File: src/byte_level_piece_decode_top_defines.svh
// Assertion macros shared by the piece decoder modules.
`ifndef BYTE_LEVEL_PIECE_DECODE_TOP_DEFINES_SVH
`define BYTE_LEVEL_PIECE_DECODE_TOP_DEFINES_SVH

// The antecedent implies the consequent in the same cycle.
`define BLDEC_ASSERT_IMP(lbl, ante, cons, msg) \
  lbl: assert property (@(posedge clk_i) disable iff (!rst_ni) (ante) |-> (cons)) \
    else $error(msg);

// The antecedent implies the consequent in the next cycle.
`define BLDEC_ASSERT_NXT(lbl, ante, cons, msg) \
  lbl: assert property (@(posedge clk_i) disable iff (!rst_ni) (ante) |=> (cons)) \
    else $error(msg);

`endif

File: src/bldec_pkg.sv
// Types, constants and decode functions of the byte-level piece decoder.
package bldec_pkg;

  localparam int unsigned QUEUE_DEPTH = 4;
  localparam int unsigned MAX_GROUP   = 4;

  localparam logic [7:0] LEAD2_MASK = 8'hE0;
  localparam logic [7:0] LEAD2_CODE = 8'hC0;
  localparam logic [7:0] LEAD3_MASK = 8'hF0;
  localparam logic [7:0] LEAD3_CODE = 8'hE0;
  localparam logic [7:0] LEAD4_MASK = 8'hF8;
  localparam logic [7:0] LEAD4_CODE = 8'hF0;
  localparam logic [7:0] CONT_MASK  = 8'hC0;
  localparam logic [7:0] CONT_CODE  = 8'h80;

  localparam logic [10:0] PRINT_A_LO     = 11'h0A1;
  localparam logic [10:0] PRINT_A_HI     = 11'h0AC;
  localparam logic [10:0] PRINT_B_LO     = 11'h0AE;
  localparam logic [10:0] PRINT_B_HI     = 11'h0FF;
  localparam logic [10:0] NONPRINT_BASE  = 11'h100;
  localparam logic [10:0] NONPRINT_END   = 11'h144;

  localparam logic [6:0] NONPRINT_LOW_CNT = 7'd33;
  localparam logic [6:0] NONPRINT_MID_END = 7'd67;
  localparam logic [7:0] DEL_BYTE         = 8'h7F;
  localparam logic [7:0] SOFT_HYPHEN      = 8'hAD;

  typedef struct packed {
    logic [MAX_GROUP-1:0][7:0] data;
    logic [1:0]                last_idx;
    logic                      piece_end;
  } bldec_grp_t;

  typedef struct packed {
    logic       ok;
    logic [7:0] value;
  } bldec_dec_t;

  function automatic logic [2:0] lead_len(input logic [7:0] c);
    logic [2:0] len;
    len = 3'd1;
    if ((c & LEAD2_MASK) == LEAD2_CODE) len = 3'd2;
    else if ((c & LEAD3_MASK) == LEAD3_CODE) len = 3'd3;
    else if ((c & LEAD4_MASK) == LEAD4_CODE) len = 3'd4;
    return len;
  endfunction

  function automatic logic [7:0] nonprint_byte(input logic [6:0] idx);
    logic [7:0] b;
    if (idx < NONPRINT_LOW_CNT) b = {1'b0, idx};
    else if (idx < NONPRINT_MID_END) b = DEL_BYTE + {1'b0, idx} - {1'b0, NONPRINT_LOW_CNT};
    else b = SOFT_HYPHEN;
    return b;
  endfunction

  function automatic bldec_dec_t decode_pair(input logic [7:0] g0, input logic [7:0] g1);
    bldec_dec_t r;
    logic [10:0] cp;
    cp      = {g0[4:0], g1[5:0]};
    r.ok    = 1'b0;
    r.value = g0;
    if ((g0 & LEAD2_MASK) == LEAD2_CODE && (g1 & CONT_MASK) == CONT_CODE) begin
      if ((cp >= PRINT_A_LO && cp <= PRINT_A_HI) || (cp >= PRINT_B_LO && cp <= PRINT_B_HI)) begin
        r.ok    = 1'b1;
        r.value = cp[7:0];
      end else if (cp >= NONPRINT_BASE && cp < NONPRINT_END) begin
        r.ok    = 1'b1;
        r.value = nonprint_byte(cp[6:0]);
      end
    end
    return r;
  endfunction

endpackage

File: src/bldec_front.sv
// Front end: assembles byte groups and turns each finished group into an output word list.
`include "byte_level_piece_decode_top_defines.svh"

module bldec_front import bldec_pkg::*; (
  input  logic       clk_i,
  input  logic       rst_ni,
  input  logic       in_valid_i,
  output logic       in_ready_o,
  input  logic [7:0] in_byte_i,
  input  logic       piece_end_i,
  input  logic       full_i,
  output logic       push_o,
  output bldec_grp_t push_data_o
);

  logic [7:0]      pend_q [3];
  logic [1:0]      pend_cnt_q, pend_cnt_d;
  logic [2:0]      grp_len_q, grp_len_d;
  logic            pend_wr;
  logic [1:0]      pend_wr_idx;
  logic [3:0][7:0] grp_bytes, items;
  logic [2:0]      item_cnt, lead_in, lead_mid, n_new;
  bldec_dec_t      dec_full, dec_tail;
  logic            accept;

  assign in_ready_o = !full_i;
  assign accept     = in_valid_i && in_ready_o;
  assign lead_in    = lead_len(in_byte_i);
  assign n_new      = 3'(pend_cnt_q) + 3'd1;

  always_comb begin
    grp_bytes[0] = pend_q[0];
    grp_bytes[1] = pend_q[1];
    grp_bytes[2] = pend_q[2];
    grp_bytes[3] = 8'h00;
    grp_bytes[pend_cnt_q] = in_byte_i;
  end

  assign dec_full = decode_pair(grp_bytes[0], grp_bytes[1]);
  assign dec_tail = decode_pair(grp_bytes[1], grp_bytes[2]);
  assign lead_mid = lead_len(grp_bytes[1]);

  always_comb begin
    items       = grp_bytes;
    item_cnt    = 3'd0;
    pend_cnt_d  = pend_cnt_q;
    grp_len_d   = grp_len_q;
    pend_wr     = 1'b0;
    pend_wr_idx = pend_cnt_q;
    if (grp_len_q == 3'd0 || pend_cnt_q == 2'd0) begin
      if (lead_in > 3'd1 && !piece_end_i) begin
        pend_wr     = 1'b1;
        pend_wr_idx = 2'd0;
        pend_cnt_d  = 2'd1;
        grp_len_d   = lead_in;
      end else begin
        items[0] = in_byte_i;
        item_cnt = 3'd1;
      end
    end else begin
      pend_cnt_d = 2'd0;
      grp_len_d  = 3'd0;
      if (n_new >= grp_len_q) begin
        item_cnt = grp_len_q;
        if (grp_len_q == 3'd2 && dec_full.ok) begin
          items[0] = dec_full.value;
          item_cnt = 3'd1;
        end
      end else if (piece_end_i) begin
        item_cnt = n_new;
        if (n_new == 3'd3 && lead_mid == 3'd2 && dec_tail.ok) begin
          items[1] = dec_tail.value;
          item_cnt = 3'd2;
        end
      end else begin
        pend_wr    = 1'b1;
        pend_cnt_d = n_new[1:0];
        grp_len_d  = grp_len_q;
      end
    end
  end

  assign push_o                = accept && (item_cnt != 3'd0);
  assign push_data_o.data      = items;
  assign push_data_o.last_idx  = 2'(item_cnt - 3'd1);
  assign push_data_o.piece_end = piece_end_i;

  always_ff @(posedge clk_i or negedge rst_ni) begin
    if (!rst_ni) begin
      pend_cnt_q <= 2'd0;
      grp_len_q  <= 3'd0;
      pend_q[0]  <= 8'h00;
      pend_q[1]  <= 8'h00;
      pend_q[2]  <= 8'h00;
    end else if (accept) begin
      pend_cnt_q <= pend_cnt_d;
      grp_len_q  <= grp_len_d;
      if (pend_wr) pend_q[pend_wr_idx] <= in_byte_i;
    end
  end

  `BLDEC_ASSERT_IMP(a_push_on_accept, push_o, in_valid_i && in_ready_o, "Push without an accepted word.")
  `BLDEC_ASSERT_IMP(a_open_consistent, 1'b1, (pend_cnt_q != 2'd0) == (grp_len_q != 3'd0), "Open group state is inconsistent.")
  `BLDEC_ASSERT_IMP(a_count_below_len, pend_cnt_q != 2'd0, 3'(pend_cnt_q) < grp_len_q, "Open group holds too many bytes.")

endmodule

File: src/bldec_fifo.sv
// Queue of finished group records between the front end and the back end.
`include "byte_level_piece_decode_top_defines.svh"

module bldec_fifo import bldec_pkg::*; #(
  parameter int unsigned Depth = QUEUE_DEPTH
) (
  input  logic       clk_i,
  input  logic       rst_ni,
  input  logic       push_i,
  input  bldec_grp_t push_data_i,
  output logic       full_o,
  input  logic       pop_i,
  output logic       head_valid_o,
  output bldec_grp_t head_o
);

  localparam int unsigned PtrW = (Depth > 1) ? $clog2(Depth) : 1;
  localparam int unsigned CntW = $clog2(Depth + 1);
  localparam logic [PtrW-1:0] LastPtr = PtrW'(Depth - 1);
  localparam logic [CntW-1:0] FullCnt = CntW'(Depth);

  bldec_grp_t          mem_q [Depth];
  logic [PtrW-1:0]     wr_ptr_q, wr_ptr_d;
  logic [PtrW-1:0]     rd_ptr_q, rd_ptr_d;
  logic [CntW-1:0]     cnt_q, cnt_d;
  logic                do_push, do_pop;

  assign do_push      = push_i && !full_o;
  assign do_pop       = pop_i && head_valid_o;
  assign full_o       = (cnt_q == FullCnt);
  assign head_valid_o = (cnt_q != '0);
  assign head_o       = mem_q[rd_ptr_q];

  always_comb begin
    wr_ptr_d = wr_ptr_q;
    rd_ptr_d = rd_ptr_q;
    cnt_d    = cnt_q;
    if (do_push) wr_ptr_d = (wr_ptr_q == LastPtr) ? '0 : wr_ptr_q + 1'b1;
    if (do_pop) rd_ptr_d = (rd_ptr_q == LastPtr) ? '0 : rd_ptr_q + 1'b1;
    if (do_push && !do_pop) cnt_d = cnt_q + 1'b1;
    else if (!do_push && do_pop) cnt_d = cnt_q - 1'b1;
  end

  always_ff @(posedge clk_i or negedge rst_ni) begin
    if (!rst_ni) begin
      wr_ptr_q <= '0;
      rd_ptr_q <= '0;
      cnt_q    <= '0;
    end else begin
      wr_ptr_q <= wr_ptr_d;
      rd_ptr_q <= rd_ptr_d;
      cnt_q    <= cnt_d;
    end
  end

  always_ff @(posedge clk_i) begin
    if (do_push) mem_q[wr_ptr_q] <= push_data_i;
  end

  `BLDEC_ASSERT_IMP(a_cnt_bound, 1'b1, cnt_q <= FullCnt, "Queue count exceeds depth.")
  `BLDEC_ASSERT_IMP(a_no_push_full, push_i, !full_o, "Word record pushed into a full queue.")

endmodule

File: src/bldec_back.sv
// Back end: sends the words of each queued group out one at a time through an output register.
`include "byte_level_piece_decode_top_defines.svh"

module bldec_back import bldec_pkg::*; (
  input  logic       clk_i,
  input  logic       rst_ni,
  input  logic       head_valid_i,
  input  bldec_grp_t head_i,
  output logic       pop_o,
  output logic       out_valid_o,
  input  logic       out_ready_i,
  output logic [7:0] out_byte_o,
  output logic       out_piece_end_o,
  output logic       run_last_o
);

  logic       valid_q, valid_d;
  logic [1:0] idx_q, idx_d;
  logic [7:0] byte_q;
  logic       pend_q, last_q;
  logic       load, at_last;

  assign load    = head_valid_i && (!valid_q || out_ready_i);
  assign at_last = (idx_q == head_i.last_idx);
  assign pop_o   = load && at_last;

  always_comb begin
    valid_d = valid_q;
    idx_d   = idx_q;
    if (load) begin
      valid_d = 1'b1;
      idx_d   = at_last ? 2'd0 : idx_q + 2'd1;
    end else if (out_ready_i) begin
      valid_d = 1'b0;
    end
  end

  always_ff @(posedge clk_i or negedge rst_ni) begin
    if (!rst_ni) begin
      valid_q <= 1'b0;
      idx_q   <= 2'd0;
    end else begin
      valid_q <= valid_d;
      idx_q   <= idx_d;
    end
  end

  always_ff @(posedge clk_i) begin
    if (load) begin
      byte_q <= head_i.data[idx_q];
      last_q <= at_last;
      pend_q <= at_last && head_i.piece_end;
    end
  end

  assign out_valid_o     = valid_q;
  assign out_byte_o      = byte_q;
  assign out_piece_end_o = pend_q;
  assign run_last_o      = last_q;

  `BLDEC_ASSERT_NXT(a_pop_sets_last, pop_o, valid_q && last_q && idx_q == 2'd0,
                    "A group was retired without its last word in the output register.")

endmodule

File: src/byte_level_piece_decode_top.sv
// Top level of the byte-level piece decoder.
//
//   Channel | Handshake                     | Payload
//   input   | in_valid_i / in_ready_o       | in_byte_i, piece_end_i
//   output  | out_valid_o / out_ready_i     | out_byte_o, out_piece_end_o, run_last_o
//
// One input word is accepted per cycle while the group queue has room.
// The back end sends one output word per cycle from the queue head while the output is ready,
// so a group of up to four words leaves as a burst; the queue absorbs these bursts.
// After its input word is accepted, a result is written into the queue, then into the output register.
// Reset clears the open group, the queue and the output register.
// A stalled output fills the queue, and input stalls only when the queue is full.
module byte_level_piece_decode_top import bldec_pkg::*; #(
  parameter int unsigned QueueDepth = QUEUE_DEPTH
) (
  input  logic       clk_i,
  input  logic       rst_ni,
  input  logic       in_valid_i,
  output logic       in_ready_o,
  input  logic [7:0] in_byte_i,
  input  logic       piece_end_i,
  output logic       out_valid_o,
  input  logic       out_ready_i,
  output logic [7:0] out_byte_o,
  output logic       out_piece_end_o,
  output logic       run_last_o
);

  logic       push, full, pop, head_valid;
  bldec_grp_t push_data, head;

  bldec_front u_front (
    .clk_i       (clk_i),
    .rst_ni      (rst_ni),
    .in_valid_i  (in_valid_i),
    .in_ready_o  (in_ready_o),
    .in_byte_i   (in_byte_i),
    .piece_end_i (piece_end_i),
    .full_i      (full),
    .push_o      (push),
    .push_data_o (push_data)
  );

  bldec_fifo #(
    .Depth (QueueDepth)
  ) u_fifo (
    .clk_i        (clk_i),
    .rst_ni       (rst_ni),
    .push_i       (push),
    .push_data_i  (push_data),
    .full_o       (full),
    .pop_i        (pop),
    .head_valid_o (head_valid),
    .head_o       (head)
  );

  bldec_back u_back (
    .clk_i           (clk_i),
    .rst_ni          (rst_ni),
    .head_valid_i    (head_valid),
    .head_i          (head),
    .pop_o           (pop),
    .out_valid_o     (out_valid_o),
    .out_ready_i     (out_ready_i),
    .out_byte_o      (out_byte_o),
    .out_piece_end_o (out_piece_end_o),
    .run_last_o      (run_last_o)
  );

endmodule
File: config.mk
export PLATFORM = sky130hd
export DESIGN_NAME = byte_level_piece_decode_top
export DESIGN_NICKNAME = d
export VERILOG_FILES = /design/src/bldec_pkg.sv /design/src/bldec_front.sv /design/src/bldec_fifo.sv /design/src/bldec_back.sv /design/src/byte_level_piece_decode_top.sv
export VERILOG_INCLUDE_DIRS = /design/src /design/src/src
export SDC_FILE = /design/constraint.sdc
export NUM_CORES = 1
export LEC_CHECK = 0
export ABC_AREA = 1
export BUFFER_PORTS_ARGS = -buffer_cell sky130_fd_sc_hd__buf_4
export CORE_MARGIN = 8
export CORE_UTILIZATION = 35
export CTS_CLUSTER_DIAMETER = 80
export DETAILED_ROUTE_END_ITERATION = 12
export PLACE_DENSITY = 0.52
export SLEW_MARGIN = 40
export SYNTH_ARGS = -nofsm -noshare
export SYNTH_HDL_FRONTEND = slang
export SYNTH_SLANG_ARGS = --single-unit
File: constraint.sdc
create_clock -name clk_i -period 5.5 [get_ports clk_i]
set_clock_uncertainty 0.05 [all_clocks]
set_input_delay 0.275 -clock clk_i [delete_from_list [all_inputs] [get_ports clk_i]]
set_output_delay 0.275 -clock clk_i [all_outputs]
set_load 0.01 [all_outputs]
==> key figures <==
Status
  – Result of the run: finished, final reports clean

STA
  – Relative slew margins: between 50% and 60%
  – Fin. max-slew vios: 0
  – Unrepaired setup endpoints after global routing: false
  – Final critical-path required period: around 4600 ps
  – Crit share post-route: 83.58%
  – Final Hold Slack: approximately 100 ps
  – Hold violation count in the final report: 0
  – Transition at the pin with the smallest max-transition slack: 699.6 ps
  – # setup viols final: 0
  – FMAX: ~0.22 GHz
  – Worst-case setup margin in the final layout: ~900 ps
  – Final total negative setup slack: 0 ps

Logic synthesis
  – Sequential cell area fraction in the yosys report: 58.01%
  – Number of storage elements in the synthesis netlist: approximately 190
  – Synthesized area per cell: slightly below 10 um^2
  – Main combinational cell family by area after synthesis: simple AND/OR/NAND/NOR gates
  – Multiplexer area fraction after synthesis: 0%
  – Area fraction in and, or, nand and nor cells after synthesis: a little under a fifth
  – Synth Area in Adders: approximately 3.1%
  – Cell area after synthesis: about 9400 um^2
  – Yosys warnings: 0
  – Post-Synth XOR/XNOR Area: less than 1%
  – Share of the synthesized area in compound gates (AO/OA/AOI/OAI): between 10% and 20%
  – Net Count, Synth: ~1000
  – Cell count after synthesis: 968
  – Distinct cell type count after synthesis: 40

Cells and area
  – Post-layout instance count excluding filler cells: ~1300
  – Fraction of the core area covered by cells at the end of the flow: about 40%
  – Most frequent standard cell in the layout excluding fill and tap cells: sky130_fd_sc_hd__nand2_1
  – Syn-to-layout area delta: 12.08%
  – Antenna diodes: 0
  – Final-layout fill cell count: ~2700
  – Most frequent cells in the layout: 181 x sky130_fd_sc_hd__nand2_1, 150 x sky130_fd_sc_hd__edfxtp_1, 110 x sky130_fd_sc_hd__nor2_1
  – Fraction of layout instances using a drive strength above 1: 13.60%
  – Final nets: approximately 1000

Clock tree
  – Clock Root Buffer: sky130_fd_sc_hd__clkbuf_16
  – Number of buffers added by the clock tree synthesis step: 17
  – Worst-skew pair later-pin latency: ~430 ps
  – Max Root-Sink Buffers: 2
  – Clock tree from TritonCTS: done
  – Post-cts resize count: 0
  – Max H-tree Level: 4
  – CTS Sinks: approximately 190
  – Clock input transition at the sequential cells of the worst setup and hold paths: 80 ps

Placement
  – Worst setup slack after placement: about 950 ps
  – Placed insts: roughly 1300
  – Number of buffers added on ports: 24
  – Global placement routability congestion: about 0.90
  – DP HPWL: ~16000 um

Route
  – Sum of routed wire length over all layers: around 25000 um
  – Vias per cell: 5.265
  – TritonRoute pass-1 iters: 5
  – Remaining antenna violation count after routing: 0
  – Via count: ~7100
  – Number of remaining DRC errors: 0
  – Number of design-rule violations left by the first detailed-router iteration: ~530
  – Avg WL per Cell: 18.62 um

Die
  – Total die area: 32500 um^2
  – Std-Cell Rows: 60
  – Width of the chip: between 150 and 200 um
  – I/O pins: 25
  – Core Footprint: ~27000 um^2
  – Die Y: between 150 and 200 um
  – Initial Utilization: 35.35%

Critical path
  – Endpoint of the most critical setup path: u_fifo.cnt_q[2]
  – Data arrival at the endpoint of the critical path: just under 5000 ps
  – Maximum net fanout on the critical path: 11
  – Beginning of the critical path: u_front.pend_cnt_q[0]
  – RR Startpoint: u_front.pend_cnt_q[0]
  – Critical path startpoint category: flip-flop
  – Sort of element at the end of the critical path: flip-flop
  – Length in cells of the worst reg-to-reg path: 26
  – Data required, critical path: ~5800 ps
  – Endpoint of the worst register-to-register path: u_fifo.cnt_q[2]
  – Flop2flop setup slack: between 900 and 1000 ps
  – Setup CP Type: flip-flop to flip-flop

Global routing
  – GRT overflow: 0
  – First-pass GRT wire length: approximately 39000 um
  – Pin count of the biggest net entering global routing: 57
  – GR Util met3: 2.823%
  – GRT Max-Usage Layer: met2
  – Total global routing track utilization: between 10% and 20%
  – Initial antenna violation count: 0
  – Met2 track demand over resource: between 20% and 30%
  – GRT met1 Usage: 21.69%
  – Via count of the first global-routing pass: 6663

Pwr
  – Leakage: 0.004153 uW
  – Max IR drop VDD: 0.2361 mV
  – Power density over the cells: between 500 and 600 nW/um^2

Worst hold path
  – Hold Path Class: input port to flip-flop
  – Worst hold path stage count: 1

Run
  – Number of max-cap violations: 0
## layer usage
layer	share of wire (%)	wire, um
met5	0	0
met4	1.3	331
met3	4.6	1157
met2	45	11130
met1	49	12340
## power by group
part	switching, uW	total (uW)	internal [uW]
Clock	606	1220	610
Combinational	1880	2670	791
Sequential	217	2320	2100
## critical path: stages, from the launching register on
cell and delay, ps:
sky130_fd_sc_hd__dfrtp_1 440, sky130_fd_sc_hd__inv_1 170, sky130_fd_sc_hd__ha_1 410, sky130_fd_sc_hd__inv_2 170, sky130_fd_sc_hd__nand2_1 90, sky130_fd_sc_hd__nand2_1 140
sky130_fd_sc_hd__inv_1 240, sky130_fd_sc_hd__ha_1 210, sky130_fd_sc_hd__nand2_1 50, sky130_fd_sc_hd__nor2_1 130, sky130_fd_sc_hd__nand4_1 100, sky130_fd_sc_hd__nand3_1 130
sky130_fd_sc_hd__nand3_2 140, sky130_fd_sc_hd__nand2_2 100, sky130_fd_sc_hd__nand3_1 80, sky130_fd_sc_hd__a21oi_1 140, sky130_fd_sc_hd__a21oi_1 140, sky130_fd_sc_hd__ha_1 270
sky130_fd_sc_hd__nand2_2 100, sky130_fd_sc_hd__nand2_4 110, sky130_fd_sc_hd__inv_1 80, sky130_fd_sc_hd__ha_1 130, sky130_fd_sc_hd__inv_1 60, sky130_fd_sc_hd__fa_1 370
sky130_fd_sc_hd__a21oi_1 150, sky130_fd_sc_hd__o21ai_0 110, sky130_fd_sc_hd__xor2_1 150
## worst min path at each step
stage	end	start	slack, ps
after global routing	u_fifo.mem_q[0][0]	piece_end_i	70
after CTS	u_fifo.mem_q[0][0]	piece_end_i	80
final	u_fifo.mem_q[0][0]	piece_end_i	100
after detailed placement	u_front.pend_q[20]	rst_ni	240
after floorplan	u_back.idx_q[0]	rst_ni	-70
after global placement	u_front.pend_q[20]	rst_ni	240
## registers in the layout, summed over array words and instances (netlist names)
register,count
u_fifo.mem_q,140
u_fifo.cnt_q,3
u_front.pend_q,24
u_back.out_byte_o,8
u_front.pend_cnt_q,2
u_fifo.wr_ptr_q,2
u_front.grp_len_q,3
u_back.idx_q,2
u_back.run_last_o,1
u_back.out_valid_o,1
u_fifo.rd_ptr_q,2
u_back.out_piece_end_o,1
## final cells by class
cell class | instances | area [um^2] | area share [%]
Inverter | 89 | 334.1 | 3.155
Timing Repair Buffer | 35 | 267.8 | 2.529
Sequential cell | 189 | 5483 | 51.78
Clock buffer | 19 | 432.9 | 4.089
Clock inverter | 13 | 146.4 | 1.383
Tap cell | 341 | 426.7 | 4.030
Multi-Input combinational cell | 655 | 3497 | 33.03
## metrics by stage
stage | power [uW] | cell area, um^2
6_report | 6205 | 10590
5_1_grt | 6635 | 10590
4_1_cts | 6228 | 10590
3_5_place_dp | 5011 | 9988
3_3_place_gp | 5004 | 9978
2_1_floorplan | 4154 | 9447
## synth_stat cells (all sizes together)
library cell,count,area (um^2)
and3,1,6.260
a21oi,32,171.4
clkinv,1,3.750
nand4,4,40.04
nand2,208,883.4
o221ai,26,227.7
nor2,120,495.5
buf,9,72.57
dfrtp,39,975.9
o22ai,12,75.07
o21ai,141,716.9
nor3,11,70.07
a31oi,4,25.02
xor2,5,43.79
clkbuf,26,97.59
o2111ai,1,8.760
xnor2,1,8.760
o211ai,7,52.55
o32ai,2,17.52
ha,22,275.3
nor4,2,12.51
nand3,52,285.3
a21boi,1,11.26
edfxtp,150,4504
fa,1,20.02
a22oi,2,15.01
inv,88,330.3
## cells by family (layout without fill, tap and decap cells)
kind of cell | after synthesis | in the layout
compound gates | 228 | 228
xor+xnor | 6 | 6
fa+ha+maj | 23 | 23
buf+inv | 124 | 156
flops | 189 | 189
simple gates | 398 | 398
## what timing repair did
action	CTS	global route
hold buffers	2	0
endpoints found under the hold margin	40	0
buffers inserted	0	0
(Power assumes the default switching activity.)
